===== config.mk =====
export PLATFORM = sky130hd
export DESIGN_NAME = av_interleave_framer_core
export DESIGN_NICKNAME = d
export VERILOG_FILES = /design/src/sv/av_ifr_pkg.sv /design/src/sv/av_ifr_pad_div.sv /design/src/sv/av_ifr_seq.sv /design/src/sv/av_interleave_framer_core.sv
export VERILOG_INCLUDE_DIRS = /design/src /design/src/sv
export SDC_FILE = /design/constraint.sdc
export NUM_CORES = 1
export LEC_CHECK = 0
export BUFFER_PORTS_ARGS = -buffer_cell sky130_fd_sc_hd__buf_2
export CAP_MARGIN = 10
export CORE_AREA = 2 2 187 189
export DETAILED_ROUTE_END_ITERATION = 7
export DIE_AREA = 0 0 189 191
export GPL_ROUTABILITY_DRIVEN = 0
export MAX_ROUTING_LAYER = met4
export PLACE_DENSITY = 0.51
export RECOVER_POWER = 25
export SLEW_MARGIN = 20
export SYNTH_ARGS = -nofsm -noshare
export SYNTH_HDL_FRONTEND = slang
export SYNTH_SLANG_ARGS = --single-unit

===== constraint.sdc =====
create_clock -name clk -period 7.5 [get_ports clk]
set_clock_uncertainty 0.1 [all_clocks]
set_input_delay 0.375 -clock clk [delete_from_list [all_inputs] [get_ports clk]]
set_output_delay 0.375 -clock clk [all_outputs]
set_load 0.1 [all_outputs]

===== src/sv/av_interleave_framer_core_assert.svh =====
// Assertion macros shared by the framer RTL.
// Needs clk and arst_n in the scope of every use.
`ifndef AV_INTERLEAVE_FRAMER_CORE_ASSERT_SVH
`define AV_INTERLEAVE_FRAMER_CORE_ASSERT_SVH

`ifndef NO_ASSERTIONS
// Clocked property, off while reset is asserted
`define AV_IFR_ASSERT(label, prop, msg) \
	label: assert property (@(posedge clk) disable iff (!arst_n) prop) \
		else $error(msg);
// Condition that must never hold at a clock edge
`define AV_IFR_NEVER(label, expr, msg) \
	label: assert property (@(posedge clk) disable iff (!arst_n) !(expr)) \
		else $error(msg);
`else
`define AV_IFR_ASSERT(label, prop, msg)
`define AV_IFR_NEVER(label, expr, msg)
`endif

`endif


===== src/sv/av_ifr_pkg.sv =====
// Package for the A/V interleave framer: constants, payload structs,
// slot kind codes and the sync header byte lookup. No dependencies.
package av_ifr_pkg;

	// Framing constants
	localparam int VIDEO_PHASE     = 16384;
	localparam int AUDIO_PHASE     = 512;
	localparam int BLANK_TRANSFERS = 3;
	localparam int TRANSFER_BYTES  = 262144;
	localparam int FULL_PHASE      = VIDEO_PHASE + AUDIO_PHASE;

	localparam logic [31:0] MAGIC_A = 32'h8765_4321;
	localparam logic [31:0] MAGIC_B = 32'h1234_5678;

	// Field and counter widths
	localparam int LEFT_W  = 19;
	localparam int PHASE_W = $clog2(FULL_PHASE);
	localparam int HDR_W   = $clog2(AUDIO_PHASE);
	localparam int BLANK_W = $clog2(BLANK_TRANSFERS + 2);
	localparam int QUOT_MAX = (TRANSFER_BYTES - 1) / FULL_PHASE;
	localparam int QUOT_W  = (QUOT_MAX > 1) ? $clog2(QUOT_MAX + 1) : 1;

	// Reciprocal for an exact floor division by FULL_PHASE over LEFT_W-bit values
	localparam int RECIP_SHIFT = LEFT_W + $clog2(FULL_PHASE);
	localparam longint unsigned RECIP =
		((64'd1 << RECIP_SHIFT) + 64'(FULL_PHASE) - 64'd1) / 64'(FULL_PHASE);
	localparam int RECIP_W = $clog2(RECIP + 1);
	localparam int PROD_W  = LEFT_W + RECIP_W;

	// Slot kind codes
	typedef enum logic [2:0] {
		KIND_BLANK = 3'd0,
		KIND_SYNC  = 3'd1,
		KIND_VIDEO = 3'd2,
		KIND_AUDIO = 3'd3,
		KIND_PAD   = 3'd4
	} kind_t;

	typedef struct packed {
		logic              transfer_start;
		logic [LEFT_W-1:0] bytes_left;
		logic              video_ready;
		logic [7:0]        video_byte;
		logic              audio_ready;
		logic [7:0]        audio_byte;
		logic              source_ended;
	} in_item_t;

	typedef struct packed {
		logic [7:0] out_byte;
		kind_t      byte_kind;
		logic       took_video;
		logic       took_audio;
		logic       stopped;
	} out_item_t;

	// Sync header: two magic words, header length, then zeros (little-endian)
	function automatic logic [7:0] header_byte(input logic [HDR_W-1:0] pos);
		logic [31:0] word;
		logic [7:0]  b;
		if (pos < HDR_W'(4)) word = MAGIC_A;
		else if (pos < HDR_W'(8)) word = MAGIC_B;
		else if (pos < HDR_W'(12)) word = 32'(AUDIO_PHASE);
		else word = '0;
		case (pos[1:0])
			2'd0: b = word[7:0];
			2'd1: b = word[15:8];
			2'd2: b = word[23:16];
			default: b = word[31:24];
		endcase
		return b;
	endfunction

endpackage


===== src/sv/av_ifr_pad_div.sv =====
// Whole phases covered by the rest of a transfer: floor((bytes_left-1)/FULL_PHASE),
// by reciprocal multiply. Depends on av_ifr_pkg.
module av_ifr_pad_div (
	input  logic [av_ifr_pkg::LEFT_W-1:0] bytes_left,
	output logic [av_ifr_pkg::QUOT_W-1:0] quot
);
	import av_ifr_pkg::*;

	logic [LEFT_W-1:0] left_m1;
	logic [PROD_W-1:0] prod;

	// Clamp to 1..TRANSFER_BYTES, then take one off
	always_comb begin
		if (bytes_left == '0) begin
			left_m1 = '0;
		end else if (32'(bytes_left) > TRANSFER_BYTES) begin
			left_m1 = LEFT_W'(TRANSFER_BYTES - 1);
		end else begin
			left_m1 = bytes_left - LEFT_W'(1);
		end
	end

	// Exact for every LEFT_W-bit dividend
	assign prod = PROD_W'(left_m1) * PROD_W'(RECIP);
	assign quot = QUOT_W'(prod >> RECIP_SHIFT);

endmodule


===== src/sv/av_ifr_seq.sv =====
// Framing sequencer: blanking, sync header, video/audio phases, padding, halt.
// Holds all framing state. Depends on av_ifr_pkg, av_ifr_pad_div.
`include "av_interleave_framer_core_assert.svh"

module av_ifr_seq (
	input  logic                  clk,
	input  logic                  arst_n,
	input  logic                  fire,
	input  av_ifr_pkg::in_item_t  item,
	output av_ifr_pkg::out_item_t result
);
	import av_ifr_pkg::*;

	logic [BLANK_W-1:0] blank_count_q, blank_count_d;
	logic               hdr_active_q, hdr_active_d;
	logic [HDR_W-1:0]   hdr_off_q, hdr_off_d;
	logic [PHASE_W-1:0] phase_q, phase_d;
	logic [QUOT_W-1:0]  pad_quot_q, pad_quot_d;
	logic [PHASE_W-1:0] pad_cnt_q, pad_cnt_d;
	logic               halted_q, halted_d;

	logic [QUOT_W-1:0]  pad_quot;
	logic               pad_busy;
	logic               in_video;

	av_ifr_pad_div u_pad_div (
		.bytes_left(item.bytes_left),
		.quot      (pad_quot)
	);

	// Remaining padding = pad_quot_q * FULL_PHASE + pad_cnt_q
	assign pad_busy = (pad_cnt_q != '0) || (pad_quot_q != '0);
	assign in_video = phase_q < PHASE_W'(VIDEO_PHASE);

	// Next state and slot contents
	always_comb begin
		blank_count_d = blank_count_q;
		hdr_active_d  = hdr_active_q;
		hdr_off_d     = hdr_off_q;
		phase_d       = phase_q;
		pad_quot_d    = pad_quot_q;
		pad_cnt_d     = pad_cnt_q;
		halted_d      = halted_q;
		result        = '0;
		result.byte_kind = KIND_BLANK;

		// Transfer start: count blanking transfers, then open the header once
		if (!halted_q && item.transfer_start) begin
			if (blank_count_q < BLANK_W'(BLANK_TRANSFERS)) begin
				blank_count_d = blank_count_q + BLANK_W'(1);
			end else if (blank_count_q == BLANK_W'(BLANK_TRANSFERS)) begin
				blank_count_d = blank_count_q + BLANK_W'(1);
				hdr_active_d  = 1'b1;
				hdr_off_d     = '0;
				phase_d       = '0;
			end
		end

		if (halted_q) begin
			// stopped: zeros only
		end else if (hdr_active_d) begin
			result.out_byte  = header_byte(hdr_off_d);
			result.byte_kind = KIND_SYNC;
			if (hdr_off_d == HDR_W'(AUDIO_PHASE - 1)) begin
				hdr_active_d = 1'b0;
				hdr_off_d    = '0;
			end else begin
				hdr_off_d = hdr_off_d + HDR_W'(1);
			end
		end else if (blank_count_d <= BLANK_W'(BLANK_TRANSFERS)) begin
			// blanking transfer, or no transfer yet
		end else if (pad_busy) begin
			result.byte_kind = KIND_PAD;
			if (pad_cnt_q != '0) begin
				pad_cnt_d = pad_cnt_q - PHASE_W'(1);
			end else begin
				pad_quot_d = pad_quot_q - QUOT_W'(1);
				pad_cnt_d  = PHASE_W'(FULL_PHASE - 1);
			end
		end else if (in_video ? item.video_ready : item.audio_ready) begin
			if (in_video) begin
				result.out_byte   = item.video_byte;
				result.byte_kind  = KIND_VIDEO;
				result.took_video = 1'b1;
			end else begin
				result.out_byte   = item.audio_byte;
				result.byte_kind  = KIND_AUDIO;
				result.took_audio = 1'b1;
			end
			if (phase_q == PHASE_W'(FULL_PHASE - 1)) begin
				phase_d = '0;
			end else begin
				phase_d = phase_q + PHASE_W'(1);
			end
		end else if (item.source_ended) begin
			halted_d = 1'b1;
		end else begin
			// Underrun: this slot is the first pad byte
			result.byte_kind = KIND_PAD;
			pad_quot_d = pad_quot;
			pad_cnt_d  = PHASE_W'(FULL_PHASE - 1);
		end

		result.stopped = halted_d;
	end

	// State update, once per transfer through the sequencer
	always_ff @(posedge clk or negedge arst_n) begin
		if (!arst_n) begin
			blank_count_q <= '0;
			hdr_active_q  <= 1'b0;
			hdr_off_q     <= '0;
			phase_q       <= '0;
			pad_quot_q    <= '0;
			pad_cnt_q     <= '0;
			halted_q      <= 1'b0;
		end else if (fire) begin
			blank_count_q <= blank_count_d;
			hdr_active_q  <= hdr_active_d;
			hdr_off_q     <= hdr_off_d;
			phase_q       <= phase_d;
			pad_quot_q    <= pad_quot_d;
			pad_cnt_q     <= pad_cnt_d;
			halted_q      <= halted_d;
		end
	end

	`AV_IFR_ASSERT(a_halt_sticky, halted_q |=> halted_q, "halt was released")
	`AV_IFR_ASSERT(a_hdr_after_blank, hdr_active_q |-> (blank_count_q == BLANK_W'(BLANK_TRANSFERS + 1)), "header active before blanking done")
	`AV_IFR_NEVER(a_one_source, result.took_video && result.took_audio, "both sources consumed in one slot")
	`AV_IFR_NEVER(a_phase_range, phase_q > PHASE_W'(FULL_PHASE - 1), "phase offset out of range")

endmodule


===== src/sv/av_interleave_framer_core.sv =====
// A/V interleave framer top level: input register, framing sequencer, result register.
// Path: an accepted item waits in the input register; its result is registered on fire.
// Throughput: one item per cycle while the result register is not held.
// Stalls: an item waits in the input register while the result register is held.
// Reset: arst_n clears all framing state and both pipeline valids asynchronously.
// Depends on av_ifr_pkg, av_ifr_seq.
`include "av_interleave_framer_core_assert.svh"

module av_interleave_framer_core (
	input  logic                  clk,
	input  logic                  arst_n,
	input  logic                  item_valid,
	output logic                  item_stall,
	input  av_ifr_pkg::in_item_t  item,
	output logic                  result_valid,
	input  logic                  result_stall,
	output av_ifr_pkg::out_item_t result
);
	import av_ifr_pkg::*;

	in_item_t  item_s1;
	logic      valid_s1;
	out_item_t result_s2;
	logic      valid_s2;

	out_item_t slot_result;
	logic      advance;
	logic      fire;
	logic      accept;

	// Handshake: result register frees up when empty or being taken
	assign advance    = !valid_s2 || !result_stall;
	assign fire       = valid_s1 && advance;
	assign item_stall = valid_s1 && !advance;
	assign accept     = item_valid && !item_stall;

	av_ifr_seq u_seq (
		.clk   (clk),
		.arst_n(arst_n),
		.fire  (fire),
		.item  (item_s1),
		.result(slot_result)
	);

	// Input register
	always_ff @(posedge clk or negedge arst_n) begin
		if (!arst_n) begin
			valid_s1 <= 1'b0;
		end else if (accept) begin
			valid_s1 <= 1'b1;
		end else if (fire) begin
			valid_s1 <= 1'b0;
		end
	end

	always_ff @(posedge clk) begin
		if (accept) begin
			item_s1 <= item;
		end
	end

	// Result register
	always_ff @(posedge clk or negedge arst_n) begin
		if (!arst_n) begin
			valid_s2 <= 1'b0;
		end else if (advance) begin
			valid_s2 <= fire;
		end
	end

	always_ff @(posedge clk) begin
		if (fire) begin
			result_s2 <= slot_result;
		end
	end

	assign result_valid = valid_s2;
	assign result       = result_s2;

	`AV_IFR_ASSERT(a_s1_held, (valid_s1 && !fire) |=> (valid_s1 && $stable(item_s1)), "pending item lost")
	`AV_IFR_ASSERT(a_fire_lands, fire |=> valid_s2, "processed slot not registered")
	`AV_IFR_ASSERT(a_accept_lands, accept |=> valid_s1, "accepted item not held")

endmodule


Word level (Yosys, flattened, before mapping):

Index checks and enable logic that the tools add are counted.

* add/subtract/negate cells: 6
* multiply operators: 1
* order comparisons: 7
* equal/unequal tests: 8
* multiplexer cells: 59
* bitwise logic cells: 4
* reduce and logical (&&, ||, !) cells: 21

Operators with widths (number)
* $mux 15: 13
* $mux 32: 2
* $mux 9: 6
* $mul 19x20->38 const B: 1
* $mux 19: 2
* $pmux 8 s3: 1
* $mux 11: 2
* $gt 19x19->1 const B: 1
* $logic_not 19->1: 1
* $sub 19x1->19 const B: 1
* $lt 9x4->1 const B: 2
* $mux 3: 6
* $mux 1: 17
* $mux 4: 4
* $mux 8: 2
* $add 15x1->15 const B: 1
* $eq 15x15->1 const B: 1
* $lt 15x15->1 const B: 1
* $reduce_bool 15->1: 1
* $sub 15x1->15 const B: 1
* $mux 13: 1
* $mux 10: 1
* $add 9x1->9 const B: 1
* $eq 9x9->1 const B: 1
* 23 further kinds: 36

* flip-flop bits (word level): 103
* input port bits: 43
* output and inout bits: 16

Longest topological paths before layout:

* depth in word-level cells: 10
* depth in mapped cells: 30
* mapped depth without buffers: 29

Hierarchy:

Synthesis repeated with hierarchy kept, for this count alone.

* cell total of the unflattened synthesis: 1039
* area total of the unflattened synthesis: 10361.2 µm²

By module, submodules not included
* av_ifr_pad_div: instances 1, cells each 554, area an instance 5171.2 µm²
* av_ifr_seq: instances 1, cells each 424, area an instance 3505.9 µm²
* av_interleave_framer_core: instances 1, cells each 61, area an instance 1684.1 µm²

Worst setup path after synthesis:

OpenSTA, ideal clock, no wires.

* kind: reg2reg
* start point: register item_s1[27] (netlist bit)
* end point: register u_seq.pad_quot_q[3]
* setup time: 0.144 ns
* data arrival time: 7.226 ns
* required time: 7.256 ns
* setup slack: 0.029 ns
* cell stages (with the launch flop): 29
* clock period less this slack: 7.471 ns
* path through: edfxtp_1 nor4_1 and2_1 nand3b_1 nor3_1 xnor2_1 nand2_1 nand2_1 clkbuf_1 o21ai_0 fa_1 inv_1 fa_1 fa_1 inv_1 fa_1 inv_1 fa_1 fa_1 inv_1 ha_1 a21o_1 a21o_1 a211o_1 a31oi_1 nor4b_1 o31ai_1 xnor2_1 a31oi_1

* cells in the longest elaborated chain, start to end: 7

RTL lines
* from (decl): line av_interleave_framer_core.sv:21 `in_item_t item_s1;`
* from (signal assigned): line av_interleave_framer_core.sv:58 `item_s1 <= item;`
* $sub 19x1->19 or $gt 19x19->1 (tied branches): line av_ifr_pad_div.sv:19, av_ifr_pad_div.sv:16
* $mux 19: line av_ifr_pad_div.sv:16 `end else if (32'(bytes_left) > TRANSFER_BYTES) begin`
* $mux 19 (*): line av_ifr_pad_div.sv:14 `if (bytes_left == '0) begin`
* $mul 19x20->38 (*): line av_ifr_pad_div.sv:24 `assign prod = PROD_W'(left_m1) * PROD_W'(RECIP);`
* $mux 4 (*): line av_ifr_seq.sv:95 `end else if (item.source_ended) begin`
* $mux 4 (*): line av_ifr_seq.sv:80 `end else if (in_video ? item.video_ready : item.audio_ready) begin`
* $mux 4 (*): line av_ifr_seq.sv:72 `end else if (pad_busy) begin`
* to (signal assigned): line av_ifr_seq.sv:122 `pad_quot_q <= pad_quot_d;`
* to (decl): line av_ifr_seq.sv:18 `logic [QUOT_W-1:0] pad_quot_q, pad_quot_d;`

Every way passes the cells marked *; elsewhere a longest branch is shown, timed or not. The select of a mux whose other input is x is not followed.
A chain may end at the register's enable or synchronous reset.

Worst setup path in the final report:

* start point: register item_s1[25] (netlist bit)
* end point: register u_seq.pad_quot_q[0]

Same word-level chain as after synthesis.

==> metrics.yaml <==
syn_inst: 1025
area_delta_synth_final_pct: 16.7
fin_nets: 1399
critPathLaunchType: "flop"
portBuffers: 58
die_area_um2: 36100
cap_violations: 1
ctsHoldBuffers: 0
antenna_found_initial: 0
hold_class: "input pin to flop"
async_flop_share_pct: 48.5
drive_above_1_share_pct: 15.9
final_core_util_pct: 34.5
wl_um: 24200
yosysUniqueCellTypes: 61
ant_nets: 0
syn_nets: 1302
fin_tns_setup_ns: 0
grt_pass1_vias: 7630
rows: 68
ys_seq_area_share_pct: 28.2
cp_max_fo: 6
cp_slowest_cell: "fa_2"
arrival_ns: 7.33
dr_wl_met2_um: 11100
fmax_mhz: 140
required_ns: 7.67
worst_slew_pin_slew_ns: 2.85
ys_warn_count: 0
first_iter_violations: 392
start_util_pct: 29.6
violations: "max-capacitance violations, max-slew violations"
track_usage_pct: 14.5
drt-wirelength-per-cell_um: 15.3
outcome: "finished, violations left"
maxSlewHeadroom_pct: -89.7
via_count: 7394
netlist_area_um2: 10100
path_class: "flop to flop"
ctsRootBufferMaster: "clkbuf_16"
antennaDiodeCount: 0
ff_latch_area_um2: 2840
synth_edf_count: 53
die_w_um: 189
cts.sink_count: 103
grt_pass1_wl_um: 40000
core_area_um2: 34100
fin_cells: 1582
drc: 0
dieHeight_um: 191
timing_hold_violations_final: 0
finalSetupViolCount: 0
route.top_layer_used: "met4"
wl_met1_um: 11700
wl_met3_um: 756
final_cell_area_um2: 11800
cp-end-kind: "flop"
crit_buf_inv: 5
cts_tree: "built"
drt_first_pass_iters: 5
critPathTopFamily: "adder cells"
n_fill_cell: 3486
synth_flop_cell: "edfxtp_1"
placed_cell_area_um2: 11200
ios: 59
cts_made_buffers: 9
clk_latency_ns: 0.37
grt_max_degree: 51
avgSynthCellArea_um2: 9.85
gr-total-overflow: 0
clockBufferDepth: 2
clkSlewWorstSetupHoldPaths_ns: 0.08
place_inst: 1558
hpwl_um: 20000
crit_top_cell: "fa_1"
fin_crit_ns: 7.16
finalCritPeriodShare_pct: 95.5
multiInputGateArea_um2: 6710
vias_per_cell: 4.67
cts_htree_levels: 3
drv_slew: 51
synth_seq_cells: 103
critPathMaxStageDelay_ns: 0.62
## stage by stage
| stage | worst slack [ns] | hold WS, ns |
|---|---|---|
| after floorplan | 0.0294 | -0.0206 |
| after global placement | 0.0409 | 0.365 |
| after detailed placement | 0.111 | 0.377 |
| after CTS | 0.0817 | 0.0308 |
| after global routing | -0.0593 | 0.0539 |
| final | 0.336 | 0.0776 |
## metal layers
| metal | track usage (%) | up-vias |
|---|---|---|
| met5 | - | - |
| met4 | 5.05 | 0 |
| met3 | 2.20 | 34 |
| met2 | 22.9 | 114 |
| met1 | 19.0 | 3573 |
| li1 | - | 3673 |
## final cells by class
type,instances,share of cell area [%]
multi-input cells,713,57.0
well taps,455,4.83
repair buffers,105,5.45
flip-flops and latches,103,24.1
clock buffers,9,1.91
clock inverters,7,0.605
inverters,190,6.10
## cell families (layout without fill, tap and decap cells)
kind of cell,Yosys count,count (layout),share of synthesized area [%]
AND/OR/NAND/NOR,265,265,13.3
buffers and inverters,209,311,7.87
multiplexers,14,14,1.41
AO/OA/AOI/OAI,171,171,10.7
XOR/XNOR,29,29,2.52
flip-flops,103,103,28.2
adder cells (fa/ha/maj),234,234,36.1
## worst register-to-register path, delay by kind of cell, from the launching register on
kind	cells	cell delay, ns
flip-flops	1	0.42
adder cells (fa/ha/maj)	7	3.11
XOR/XNOR	2	0.20
buffers and inverters	5	0.51
AO/OA/AOI/OAI	7	1.28
AND/OR/NAND/NOR	7	1.43
## placed cells by master, fill, tap and decap left out, types with 20 or more instances in the layout
master	n
xnor2_1	20
fa_1	89
buf_4	43
buf_2	57
nand2_1	65
a21oi_1	34
dfrtp_1	50
ha_1	133
inv_1	187
o21ai_0	54
edfxtp_1	53
nor2_1	62
## cells in the mapped netlist (5+ instances only)
master	count	area, um2
nor2b_1	6	37.5
o22ai_1	5	31.3
a21oi_1	34	170
nand4_1	15	93.8
inv_1	189	709
nor3_1	19	95.1
and2_1	7	43.8
or2_2	7	43.8
and3_1	11	68.8
dfrtp_1	50	1250
fa_1	95	1900
o21ai_0	59	295
mux2i_1	12	120
nor4_1	17	106
nor2_1	63	236
xnor2_1	21	184
a211oi_1	6	45.0
o21a_1	9	67.6
a21o_1	10	75.1
xor2_1	8	70.1
a31oi_1	10	62.6
or3_1	6	37.5
nand3_1	17	85.1
clkbuf_1	14	52.6
nand2_1	66	248
or4_1	7	52.6
edfxtp_1	53	1590
o41ai_1	5	43.8
ha_1	139	1740
nand2b_1	9	56.3
## repair_timing
item	in CTS	in global routing
gates resized for setup	0	54
setup endpoints to repair	0	4
buffers inserted	0	7
## flip-flops by register name, summed over array words and instances (netlist names)
| signal | flops |
|---|---|
| item_s1 | 39 |
| result | 14 |
| result_valid | 1 |
| u_seq.blank_count_q | 3 |
| u_seq.halted_q | 1 |
| u_seq.hdr_active_q | 1 |
| u_seq.hdr_off_q | 9 |
| u_seq.pad_cnt_q | 15 |
| u_seq.pad_quot_q | 4 |
| u_seq.phase_q | 15 |
| valid_s1 | 1 |
## path summary, 6_finish.rpt
kind	start	endpoint	slack [ns]	depth (start not counted)
min in group asynchronous	arst_n	u_seq.pad_cnt_q[8]	0.90	2
min	item[11]	item_s1[11]	0.08	1
max	item_s1[25]	u_seq.pad_quot_q[0]	0.34	28
max in group asynchronous	arst_n	u_seq.phase_q[1]	4.78	2
max reg2reg	item_s1[25]	u_seq.pad_quot_q[0]	0.34	28
min reg2reg	u_seq.pad_cnt_q[2]	u_seq.pad_cnt_q[2]	0.39	1
Power is left out: the tool's default activity adds up to more than one toggle a clock period on the data nets, which glitch-free logic cannot reach.
